==> src/rtl/virtual_fat16_sector_synth_assert.svh <==
// assertion macros shared by the rtl files
`ifndef VIRTUAL_FAT16_SECTOR_SYNTH_ASSERT_SVH
`define VIRTUAL_FAT16_SECTOR_SYNTH_ASSERT_SVH

// a implies b on every clock edge out of reset
`define VF_ASSERT_IMP(label, a, b) \
  label: assert property (@(posedge clk) disable iff (!rst_n) (a) |-> (b)) \
    else $error("assertion failed");

// a implies b on the next clock edge out of reset
`define VF_ASSERT_NXT(label, a, b) \
  label: assert property (@(posedge clk) disable iff (!rst_n) (a) |=> (b)) \
    else $error("assertion failed");

`endif

==> src/rtl/vfat16_pkg.sv <==
package vfat16_pkg;

  localparam int unsigned VolSectors  = 65536;
  localparam int unsigned RootFirst   = 65;
  localparam int unsigned DataFirst   = 97;
  localparam int unsigned ClusterLast = 8180;  // last usable cluster number

  typedef enum logic [1:0] {
    MODE_PUBLISH = 2'd0,
    MODE_ADD     = 2'd1,
    MODE_READ    = 2'd2,
    MODE_TEST    = 2'd3
  } mode_t;

  typedef enum logic [2:0] {
    ST_OK      = 3'd0,
    ST_NOTRDY  = 3'd1,
    ST_CHANGED = 3'd2,
    ST_BEYOND  = 3'd3,
    ST_DROPPED = 3'd4
  } status_t;

  typedef enum logic [2:0] {
    RG_NONE = 3'd0,
    RG_BOOT = 3'd1,
    RG_FAT  = 3'd2,
    RG_ROOT = 3'd3,
    RG_DATA = 3'd4
  } region_t;

  typedef enum logic [1:0] {
    FSM_IDLE = 2'd0,
    FSM_EXEC = 2'd1,
    FSM_OUT  = 2'd2
  } fsm_t;

  typedef struct packed {
    logic [1:0]  mode;
    logic [31:0] file_size;
    logic [31:0] sector;
    logic [8:0]  byte_index;
  } in_word_t;

  typedef struct packed {
    logic [2:0]  status;
    logic [2:0]  region;
    logic [7:0]  byte_value;
    logic [13:0] root_index;
    logic [2:0]  file_number;
    logic [24:0] file_offset;
    logic        from_file;
  } out_word_t;

  // controller to datapath
  typedef struct packed {
    logic load;   // capture input word
    logic exec;   // compute result and update table
  } dp_cmd_t;

  function automatic logic [7:0] boot_byte(input logic [8:0] bi);
    logic [7:0] v;
    v = 8'h00;
    case (bi)
      9'd0: v = 8'hEB;  9'd1: v = 8'h3C;  9'd2: v = 8'h90;  9'd3: v = 8'h4E;
      9'd4: v = 8'h55;  9'd5: v = 8'h43;  9'd6: v = 8'h4C;  9'd7: v = 8'h45;
      9'd8: v = 8'h4F;  9'd9: v = 8'h4F;  9'd10: v = 8'h53; 9'd12: v = 8'h02;
      9'd13: v = 8'h08; 9'd14: v = 8'h01; 9'd16: v = 8'h02; 9'd18: v = 8'h02;
      9'd21: v = 8'hF8; 9'd22: v = 8'h20; 9'd24: v = 8'h3F; 9'd26: v = 8'hFF;
      9'd34: v = 8'h01; 9'd36: v = 8'h80; 9'd38: v = 8'h29; 9'd39: v = 8'h4D;
      9'd40: v = 8'h32; 9'd41: v = 8'h56; 9'd42: v = 8'h4E; 9'd43: v = 8'h4E;
      9'd44: v = 8'h55; 9'd45: v = 8'h43; 9'd46: v = 8'h4C; 9'd47: v = 8'h45;
      9'd48: v = 8'h4F; 9'd49: v = 8'h4F; 9'd50: v = 8'h53; 9'd51: v = 8'h20;
      9'd52: v = 8'h20; 9'd53: v = 8'h20; 9'd54: v = 8'h46; 9'd55: v = 8'h41;
      9'd56: v = 8'h54; 9'd57: v = 8'h31; 9'd58: v = 8'h36; 9'd59: v = 8'h20;
      9'd60: v = 8'h20; 9'd61: v = 8'h20; 9'd510: v = 8'h55; 9'd511: v = 8'hAA;
      default: v = 8'h00;
    endcase
    return v;
  endfunction

endpackage

==> src/rtl/vfat16_ctrl.sv <==
module vfat16_ctrl
  import vfat16_pkg::*;
(
  input  logic    clk,
  input  logic    rst_n,
  input  logic    in_valid,
  output logic    in_stall,
  output logic    out_valid,
  input  logic    out_stall,
  output dp_cmd_t cmd
);

  fsm_t state_r, state_nxt;

  always_ff @(posedge clk) begin
    if (!rst_n) state_r <= FSM_IDLE;
    else        state_r <= state_nxt;
  end

  always_comb begin
    state_nxt = state_r;
    unique case (state_r)
      FSM_IDLE: if (in_valid) state_nxt = FSM_EXEC;
      FSM_EXEC: state_nxt = FSM_OUT;
      FSM_OUT: begin
        if (!out_stall) state_nxt = in_valid ? FSM_EXEC : FSM_IDLE;
      end
      default: state_nxt = FSM_IDLE;
    endcase
  end

  // next word taken while the result is delivered
  always_comb begin
    in_stall  = 1'b1;
    out_valid = 1'b0;
    cmd       = '0;
    unique case (state_r)
      FSM_IDLE: begin
        in_stall = 1'b0;
        cmd.load = in_valid;
      end
      FSM_EXEC: cmd.exec = 1'b1;
      FSM_OUT: begin
        out_valid = 1'b1;
        in_stall  = out_stall;
        cmd.load  = in_valid && !out_stall;
      end
      default: in_stall = 1'b1;
    endcase
  end

  `include "virtual_fat16_sector_synth_assert.svh"
  `VF_ASSERT_NXT(a_exec_out, state_r == FSM_EXEC, out_valid)
  `VF_ASSERT_IMP(a_no_dual, cmd.load, !cmd.exec)
  `VF_ASSERT_NXT(a_out_hold, out_valid && out_stall, out_valid)

endmodule

==> src/rtl/vfat16_dp.sv <==
module vfat16_dp
  import vfat16_pkg::*;
#(
  parameter int unsigned MAX_FILE_SLOTS = 8
) (
  input  logic      clk,
  input  logic      rst_n,
  input  dp_cmd_t   cmd,
  input  in_word_t  in_word,
  output out_word_t out_word
);

  localparam int unsigned IW = (MAX_FILE_SLOTS > 1) ? $clog2(MAX_FILE_SLOTS) : 1;
  localparam int unsigned CW = $clog2(MAX_FILE_SLOTS + 1);

  in_word_t  req_r;
  out_word_t res_r, res_nxt;

  logic [13:0] ext_first_r  [MAX_FILE_SLOTS];
  logic [13:0] ext_clus_r   [MAX_FILE_SLOTS];
  logic [24:0] ext_bytes_r  [MAX_FILE_SLOTS];
  logic [CW-1:0] count_r, count_nxt;
  logic [13:0] free_r, free_nxt;
  logic full_r, full_nxt, ready_r, ready_nxt, changed_r, changed_nxt;
  logic wr_en;
  logic [IW-1:0] wr_idx;

  logic [20:0] n_clus;
  logic [21:0] run_end;
  logic [15:0] lba;
  logic [12:0] fat_idx;
  logic [13:0] key;
  logic [15:0] rel;
  logic [MAX_FILE_SLOTS-1:0] hit;
  logic [MAX_FILE_SLOTS-1:0] last;
  logic        any_hit;
  logic [IW-1:0] hit_idx;
  logic [13:0] hf;
  logic [24:0] hb;
  logic [26:0] off;
  logic [15:0] fat_v;

  function automatic logic [20:0] in_cast(input logic [31:0] s);
    return {1'b0, s[31:12]} + 21'(s[11:0] != 12'd0);
  endfunction

  assign n_clus  = 21'(in_cast(req_r.file_size));
  assign run_end = 22'(free_r) + 22'(n_clus);
  assign lba     = req_r.sector[15:0];
  assign fat_idx = {lba[4:0] - 5'd1, req_r.byte_index[8:1]};
  assign rel     = lba - 16'(DataFirst);
  assign key     = (lba < 16'(RootFirst)) ? {1'b0, fat_idx} : 14'(rel[15:3]) + 14'd2;

  // range compare against every slot, first match wins
  always_comb begin
    any_hit = 1'b0;
    hit_idx = '0;
    for (int i = 0; i < MAX_FILE_SLOTS; i++) begin
      hit[i]  = (CW'(i) < count_r) && (ext_clus_r[i] != 14'd0) && (key >= ext_first_r[i])
                && ({1'b0, key} < {1'b0, ext_first_r[i]} + {1'b0, ext_clus_r[i]});
      last[i] = ({1'b0, key} == {1'b0, ext_first_r[i]} + {1'b0, ext_clus_r[i]} - 15'd1);
    end
    for (int i = MAX_FILE_SLOTS - 1; i >= 0; i--) begin
      if (hit[i]) begin
        any_hit = 1'b1;
        hit_idx = IW'(i);
      end
    end
  end

  assign hf  = ext_first_r[hit_idx];
  assign hb  = ext_bytes_r[hit_idx];
  assign off = {1'b0, (key - hf), 12'd0} + {15'd0, rel[2:0], req_r.byte_index};

  always_comb begin
    if (key == 14'd0)      fat_v = 16'hFFF8;
    else if (key == 14'd1) fat_v = 16'hFFFF;
    else if (!any_hit)     fat_v = 16'h0000;
    else if (last[hit_idx]) fat_v = 16'hFFFF;
    else                   fat_v = 16'(key) + 16'd1;
  end

  always_comb begin
    res_nxt     = '0;
    count_nxt   = count_r;
    free_nxt    = free_r;
    full_nxt    = full_r;
    ready_nxt   = ready_r;
    changed_nxt = changed_r;
    wr_en       = 1'b0;
    wr_idx      = IW'(count_r);
    case (mode_t'(req_r.mode))
      MODE_PUBLISH: begin
        count_nxt = '0;
        free_nxt  = 14'd2;
        full_nxt  = 1'b0;
        if (ready_r) changed_nxt = 1'b1;
        ready_nxt = 1'b1;
      end
      MODE_ADD: begin
        if (full_r || (count_r >= CW'(MAX_FILE_SLOTS))
            || (run_end > 22'(ClusterLast) + 22'd1)) begin
          full_nxt       = 1'b1;
          res_nxt.status = ST_DROPPED;
        end else begin
          wr_en     = 1'b1;
          free_nxt  = free_r + n_clus[13:0];
          count_nxt = count_r + CW'(1);
        end
      end
      MODE_READ: begin
        if (!ready_r) res_nxt.status = ST_NOTRDY;
        else if (req_r.sector[31:16] != 16'd0) res_nxt.status = ST_BEYOND;
        else if (lba == 16'd0) begin
          res_nxt.region     = RG_BOOT;
          res_nxt.byte_value = boot_byte(req_r.byte_index);
        end else if (lba < 16'(RootFirst)) begin
          res_nxt.region     = RG_FAT;
          res_nxt.byte_value = req_r.byte_index[0] ? fat_v[15:8] : fat_v[7:0];
        end else if (lba < 16'(DataFirst)) begin
          res_nxt.region     = RG_ROOT;
          res_nxt.root_index = {lba[4:0] - 5'd1, req_r.byte_index};
        end else begin
          res_nxt.region = RG_DATA;
          if (any_hit && (off < {2'b0, hb})) begin
            res_nxt.from_file   = 1'b1;
            res_nxt.file_number = 3'(hit_idx);
            res_nxt.file_offset = off[24:0];
          end
        end
      end
      default: begin
        if (!ready_r) res_nxt.status = ST_NOTRDY;
        else if (changed_r) begin
          changed_nxt    = 1'b0;
          res_nxt.status = ST_CHANGED;
        end
      end
    endcase
  end

  always_ff @(posedge clk) begin
    if (cmd.load) req_r <= in_word;
    if (cmd.exec) res_r <= res_nxt;
    if (cmd.exec && wr_en) begin
      ext_first_r[wr_idx] <= (n_clus != 21'd0) ? free_r : 14'd0;
      ext_clus_r[wr_idx]  <= n_clus[13:0];
      ext_bytes_r[wr_idx] <= req_r.file_size[24:0];
    end
  end

  always_ff @(posedge clk) begin
    if (!rst_n) begin
      count_r   <= '0;
      free_r    <= 14'd2;
      full_r    <= 1'b0;
      ready_r   <= 1'b0;
      changed_r <= 1'b0;
    end else if (cmd.exec) begin
      count_r   <= count_nxt;
      free_r    <= free_nxt;
      full_r    <= full_nxt;
      ready_r   <= ready_nxt;
      changed_r <= changed_nxt;
    end
  end

  assign out_word = res_r;

  `include "virtual_fat16_sector_synth_assert.svh"
  `VF_ASSERT_IMP(a_count_max, 1'b1, count_r <= CW'(MAX_FILE_SLOTS))
  `VF_ASSERT_IMP(a_changed_rdy, changed_r, ready_r)
  `VF_ASSERT_IMP(a_free_min, 1'b1, free_r >= 14'd2)

endmodule

==> src/rtl/virtual_fat16_sector_synth.sv <==
// virtual fat16 volume: every input word gives one result word. a word is
// first captured, then the extent compare over every file slot runs and
// the file table is updated; the result sits in an output register while the
// next word is captured, so no new word is taken before the last one is out.
// files are contiguous 4 KB cluster runs from cluster 2; a file that does not
// fit drops itself and every later add until the next begin-publish.
module virtual_fat16_sector_synth
  import vfat16_pkg::*;
#(
  parameter int unsigned MAX_FILE_SLOTS = 8
) (
  input  logic      clk,
  input  logic      rst_n,
  input  logic      in_valid,
  output logic      in_stall,
  input  in_word_t  in_data,
  output logic      out_valid,
  input  logic      out_stall,
  output out_word_t out_data
);

  // command path between controller and datapath
  dp_cmd_t cmd;

  vfat16_ctrl u_ctrl (
    .clk      (clk),
    .rst_n    (rst_n),
    .in_valid (in_valid),
    .in_stall (in_stall),
    .out_valid(out_valid),
    .out_stall(out_stall),
    .cmd      (cmd)
  );

  // extent table, status flags and region decode
  vfat16_dp #(.MAX_FILE_SLOTS(MAX_FILE_SLOTS)) u_dp (
    .clk     (clk),
    .rst_n   (rst_n),
    .cmd     (cmd),
    .in_word (in_data),
    .out_word(out_data)
  );

endmodule
==> config.mk <==
export PLATFORM = sky130hd
export DESIGN_NAME = virtual_fat16_sector_synth
export DESIGN_NICKNAME = d
export VERILOG_FILES = /design/src/rtl/vfat16_pkg.sv /design/src/rtl/vfat16_ctrl.sv /design/src/rtl/vfat16_dp.sv /design/src/rtl/virtual_fat16_sector_synth.sv
export VERILOG_INCLUDE_DIRS = /design/src /design/src/rtl
export SDC_FILE = /design/constraint.sdc
export NUM_CORES = 2
export LEC_CHECK = 0
export BUFFER_PORTS_ARGS = -buffer_cell sky130_fd_sc_hd__buf_2
export CAP_MARGIN = 40
export CELL_PAD_IN_SITES_DETAIL_PLACEMENT = 1
export CELL_PAD_IN_SITES_GLOBAL_PLACEMENT = 1
export CORE_MARGIN = 1.5
export CORE_UTILIZATION = 51
export CTS_BUF_LIST = sky130_fd_sc_hd__clkbuf_4 sky130_fd_sc_hd__clkbuf_8 sky130_fd_sc_hd__clkbuf_16
export DETAILED_ROUTE_END_ITERATION = 16
export PLACE_DENSITY = 0.89
export SLEW_MARGIN = 20
export SYNTH_ARGS = -nofsm -noshare
export SYNTH_HDL_FRONTEND = slang
export SYNTH_SLANG_ARGS = --single-unit
==> constraint.sdc <==
create_clock -name clk -period 11.9 [get_ports clk]
set_input_delay 1.19 -clock clk [delete_from_list [all_inputs] [get_ports clk]]
set_output_delay 1.19 -clock clk [all_outputs]
set_load 0.1 [all_outputs]
---- Yosys cells after proc, flatten, opt, wreduce, memory -nomap -nowiden ----
Memory sizes are Yosys's and may differ from the RTL's.
Cells that the tools add are included.
storage, ports and cells
  register bits ........................... 155
  latch bits .............................. 0
  RAM bits ................................ 424
  memory bits (read-only) ................. 0
  output and inout bits ................... 59
  logic and storage cells ................. 274
  memories kept ........................... 3
memory list
  name              depth  bits a word  rd ports  clocked after memory_dff  wr ports  line             text
  u_dp.ext_bytes_r  8      25           1         0                         1         vfat16_dp.sv:21  logic [24:0] ext_bytes_r [MAX_FILE_SLOTS];
  u_dp.ext_clus_r   8      14           8         0                         1         vfat16_dp.sv:20  logic [13:0] ext_clus_r [MAX_FILE_SLOTS];
  u_dp.ext_first_r  8      14           9         0                         1         vfat16_dp.sv:19  logic [13:0] ext_first_r [MAX_FILE_SLOTS];
operators by class
  add/sub/neg operators ................... 26
  multipliers ............................. 0
  div/mod/pow operators ................... 0
  $lt $le $gt $ge ......................... 30
  eq/ne operators ......................... 64
  shifts and indexed selects .............. 0
  multiplexer cells ....................... 58
  bitwise gates (word level) .............. 5
  reduce and logical (&&, ||, !) cells .... 69
operators by type and width
  operator                                                                       number
  9-bit by 6-bit equality test with 1-bit output, second input constant          26
  8-bit one-hot mux with 28 select lines                                         1
  14-bit by 14-bit adder with 15-bit output                                      8
  14-bit by 15-bit equality test with 1-bit output                               8
  14-bit by 15-bit less-than comparator with 1-bit output                        8
  15-bit by 1-bit subtractor with 15-bit output, second input constant           8
  14-bit greater-or-equal comparator                                             8
  14-bit nonzero test                                                            8
  16-bit two-way mux                                                             4
  9-bit by 4-bit equality test with 1-bit output, second input constant          6
  9-bit by 5-bit equality test with 1-bit output, second input constant          6
  14-bit two-way mux                                                             3
  9-bit by 3-bit equality test with 1-bit output, second input constant          4
  3-bit two-way mux                                                              12
  16-bit by 7-bit less-than comparator with 1-bit output, second input constant  2
  14-bit one-hot mux with 2 select lines                                         1
  26-bit by 12-bit adder with 27-bit output                                      1
  1-bit logical AND                                                              27
  27-bit by 25-bit less-than comparator with 1-bit output                        1
  14-bit by 21-bit adder with 22-bit output                                      1
  22-bit by 13-bit > comparator with 1-bit output, second input constant         1
  20-bit by 1-bit adder with 21-bit output                                       1
  21-bit nonzero test                                                            1
  1-bit two-way mux                                                              20
  47 further kinds                                                               86

---- Longest topological paths before layout ----
  word-level depth ........................ 23
  gate-level depth with buffers ........... 55
  mapped depth without buffers ............ 49

---- Modules after synthesis ----
A second synthesis with hierarchy kept.
unflattened totals
  cell total of the unflattened synthesis .. 3942
  area total of the unflattened synthesis .. 40203.6 sq um
by module, submodules not included
  module       instances  cells an instance  area an instance (sq um)  sequential area each (sq um)
  vfat16_dp    1          3931               40098.5                   17116.4
  vfat16_ctrl  1          11                 105.1                     40.0

---- Least setup slack after synthesis ----
No wires, ideal clock.
  path kind ............................... register to register
  start ................................... register u_dp.req_r (netlist bit u_dp.lba[0])
  end ..................................... register u_dp.res_r (netlist bit u_dp.out_word[10]), data pin
  library setup time ...................... 0.255 ns
  arrival time ............................ 10.425 ns
  required time ........................... 11.645 ns
  path slack .............................. 1.220 ns
  cell stages (with the launch flop) ...... 55
  clock period less this slack ............ 10.680 ns
  cell sequence ........................... edfxtp_1 -> clkbuf_1 -> inv_1 -> ha_1 -> nor3b_1 -> xnor2_1 -> inv_1 -> ha_1 -> buf_1 -> and3b_1 -> a32oi_1 -> o21bai_4 -> mux2i_1 -> a211oi_4 -> clkbuf_1 -> ha_1 -> nand2_1 -> nor2_1 -> [... 19 more ...] -> nand2b_1 -> a21o_1 -> a21o_1 -> a21o_1 -> a21o_1 -> a21o_1 -> a21oi_1 -> xnor2_1 -> ha_1 -> and4_1 -> nand3_1 -> nor3_1 -> o211ai_1 -> a311oi_1 -> nor4_1 -> clkbuf_1 -> buf_2 -> and2_1
between the ends
  elaborated cells on any way between the ends .. 63
RTL lines
  element                                                    line              text
  from (decl)                                                vfat16_dp.sv:16   in_word_t req_r;
  from (signal assigned)                                     vfat16_dp.sv:143  if (cmd.load) req_r <= in_word;
  5-bit by 1-bit subtractor with 5-bit output *              vfat16_dp.sv:50   assign fat_idx = {lba[4:0] - 5'd1, req_r.byte_index[8:1]};
  named net u_dp.fat_idx[8]                                  vfat16_dp.sv:31   logic [12:0] fat_idx;
  14-bit two-way mux *                                       vfat16_dp.sv:52   assign key = (lba < 16'(RootFirst)) ? {1'b0, fat_idx} : 14'(rel[15:3]) + 14'd2;
  14-bit greater-or-equal comparator                         vfat16_dp.sv:59   hit[i] = (CW'(i) < count_r) && (ext_clus_r[i] != 14'd0) && (key >= ext_first_r[i])
  1-bit logical AND                                          vfat16_dp.sv:59
  1-bit logical AND                                          vfat16_dp.sv:60   && ({1'b0, key} < {1'b0, ext_first_r[i]} + {1'b0, ext_clus_r[i]});
  3-bit two-way mux (8 in a row)                             vfat16_dp.sv:64   if (hit[i]) begin
  memory 8 x 14 bit                                          --
  14-bit subtractor *                                        vfat16_dp.sv:73   assign off = {1'b0, (key - hf), 12'd0} + {15'd0, rel[2:0], req_r.byte_index};
  26-bit by 12-bit adder with 27-bit output *                vfat16_dp.sv:73
  named net u_dp.off[24]                                     vfat16_dp.sv:40   logic [26:0] off;
  27-bit by 25-bit less-than comparator with 1-bit output *  vfat16_dp.sv:125  if (any_hit && (off < {2'b0, hb})) begin
  1-bit logical AND *                                        vfat16_dp.sv:125
  1-bit NOT (no line) *                                      --
  7-bit OR reduction (no line) *                             --
  to (signal assigned)                                       vfat16_dp.sv:144  if (cmd.exec) res_r <= res_nxt;
  to (decl)                                                  vfat16_dp.sv:17   out_word_t res_r, res_nxt;
The timed path passes the listed nets; every way through them passes the cells marked *.
A chain may end at the register's enable or synchronous reset.

---- Worst setup path in the final report ----
  start ................................... register u_dp.req_r (netlist bit u_dp.lba[0])
  end ..................................... register u_dp.res_r (netlist bit u_dp.out_word[1]), data pin
Same word-level chain as after synthesis.

==> impl_metrics.tcl <==
set metrics [dict create \
    outcome "completed" \
    powerDensity_nw_per_um2 115 \
    tightest_slew_ps 877 \
    skew_ps 49.3 \
    syn_inst 3947 \
    synthTopCellsByCount "556 x edfxtp_1, 421 x nand2_1, 409 x ha_1" \
    slew_violations 0 \
    crit_arrival_ps 11730 \
    row_count 102 \
    port_buffers 137 \
    fp.dieW_um 283 \
    critPathLaunchType "flip-flop" \
    clkTransAtPathRegs_ps 60 \
    cp-end-kind "flip-flop" \
    clockBufferDepth 3 \
    cp_slowest_cell "a211oi_2" \
    synth-seq-cells 579 \
    ys_warn_count 0 \
    crit_start "u_dp.lba[0]" \
    globalRouteTotalUtil_pct 37.8 \
    yosysTopAreaCell "edfxtp_1" \
    critPathMaxFanout 29 \
    first_pass_iters 6 \
    vdd_drop_max_mv 0.155 \
    netlist_area_sq_um 40000 \
    final_nets 4613 \
    antenna_found_initial 14 \
    maxCapViolations 0 \
    h-tree-depth 3 \
    hp-start "u_dp.free_r[0]" \
    max_clock_freq_mhz 88.1 \
    vias 35600 \
    synth-main-ff-cell "edfxtp_1" \
    syn_avg_cell_area_sq_um 10.1 \
    finalSetupViolCount 0 \
    gp_congestion 1.00 \
    yosysMostFrequentCell "edfxtp_1" \
    synth_cell_types 116 \
    clockRootBuffer "clkbuf_16" \
    worst_hold_slack_ps 488 \
    fp.dieH_um 283 \
    drc 0 \
    cts_tree "done" \
    synth_top_area_share_pct 41.8 \
    synth_area_leaders "edfxtp_1 42%, ha_1 13%, xnor2_1 4.6%" \
    cts.sinks 579 \
    finalSetupTns_ps 0 \
    cpMostUsedCell "a21o_1" \
    syn-num-nets 4445 \
    grt_pass1_vias 36500 \
    drive_above_1_share_pct 10.5 \
    core_sq_um 77500 \
    die_area_sq_um 80000 \
    synth_edf_count 556 \
    initial_core_util_pct 51.6 \
    min_path_type "flip-flop to flip-flop" \
    min_period_ps 11340 \
    cpLargestDelayFamily "compound AO/OA/AOI/OAI gates" \
    leakagePower_uw 0.0178 \
    place_hpwl_um 108000 \
    rsz0062_at_grt "false" \
    final_antenna_net_count 0 \
    drtIter0Drc 3974 \
    worst-path-buf-inv 6 \
    drt_wl_total_um 156000 \
    period_share_pct 95.3 \
    ys_seq_area_share_pct 42.9 \
    pin_count 138 \
    wire_per_inst_um 30.0 \
    grt_max_degree 69 \
    cts_made_buffers 67 \
    clock_latency_ps 670 \
    cpPeakStageDelay_ps 540 \
    setup_slack_ps 556 \
    routed_via_density 6.83 \
    area_delta_synth_final_pct 11.8 \
    cts_hold_buffers 0 \
    hold_viol_final 0 \
    r2r_start "u_dp.lba[0]" \
    crit_type "flip-flop to flip-flop" \
    globalRoute.totalOverflow 0 \
    timing.max_slew.rel_slack_pct 40.0 \
    grt_pass1_wl_um 230000 \
    pre_cts_slack_ps 523 \
    cp.required_ps 12280 \
    async_reset_ff_share_pct 0 \
]
## placed cells by master (no fill, tap or decap), drive strengths merged, types with 11 or more instances in the layout
cell type and count:
mux2i 33, o31ai 16, and2 65, a211oi 81, o21ai 173, inv 236
nand3b 11, a21oi 195, buf 228, xnor2 208, nand3 88, nand2b 41
o211ai 32, nor2 218, a311oi 35, and3 90, a21boi 12, nor3b 22
clkinv 27, or3 26, a31oi 79, nand4 75, nor2b 55, nor4 65
a21o 57, o22ai 14, nand2 421, xor2 84, or2 22, ha 409
edfxtp 556, or4 24, o21bai 18, dfxtp 23, nor3 79, o21a 46
a2111oi 23, clkbuf 80, a211o 17
## metrics by stage
step                      cell area [sq um]  instances  power, uW  util, %
after floorplan                       40000       3947       2690        -
after global placement                42100       5070       2900     54.4
after detailed placement              42200       5077       2930     54.5
after CTS                             44500       5196       5120     57.5
after global routing                  44700       5206       5230     57.6
final                                 44700       5213       5150     57.7
## metal layers
layer | track usage, % | up-vias | wire length, um
li1 | - | 15200 | -
met1 | 46.7 | 17600 | 58600
met2 | 60.9 | 2221 | 71900
met3 | 7.91 | 653 | 15500
met4 | 23.0 | 8 | 10200
met5 | 0 | - | 86
## state kept, by name, indices dropped and copies added, names as in the netlist
name and flops:
u_ctrl.state_r 2, u_dp.changed_r 1, u_dp.count_r 4, u_dp.ext_bytes_r 200, u_dp.ext_clus_r 112, u_dp.ext_first_r 112
u_dp.fat_idx 8, u_dp.free_r 14, u_dp.full_r 1, u_dp.lba 16, u_dp.out_word 57, u_dp.ready_r 1
u_dp.req_r 51
## cell type report
class,instances,area (sq um)
fill,8384,32800
multi-input combinational,3003,21500
sequential,579,17200
clock buffer,79,1770
timing repair buffer,229,1440
tap,1040,1300
inverter,235,895
clock inverter,40,558
antenna,8,20.0
## logic make-up after synthesis
group                    after synthesis  share of synthesized area (%)
AO/OA/AOI/OAI                        914                           15.7
XOR/XNOR                             293                           6.49
adder cells (fa/ha/maj)              419                           13.3
buffers and inverters                365                           3.57
flip-flops                           579                           42.9
multiplexers                          36                          0.943
AND/OR/NAND/NOR                     1341                           17.1
## power by group
part	switching (uW)	leakage [uW]	internal, uW
clock network	956	0.00114	1270
registers	38.7	0.00511	2260
logic	430	0.0116	197
total	1420	0.0178	3720
## path summary, 6_finish.rpt
kind                       to  slack [ps]  depth (start not counted)
max          u_dp.out_word[1]         560                         50
min            u_dp.free_r[0]         490                          2
max reg2reg  u_dp.out_word[1]         560                         50
min reg2reg    u_dp.free_r[0]         490                          2
## repair_timing
item / 4_1_cts / 5_1_grt
setup endpoints to repair: 0 / 29
buffers inserted: 0 / 1
endpoints found under the hold margin: 0 / 0
resized for setup: 0 / 11
## worst min-delay path, stage by stage (launching register included)
cell	delay, ps
dfxtp_1	320
nand2_1	50
o21ai_0	60
Power figures use the tool's default switching activity.
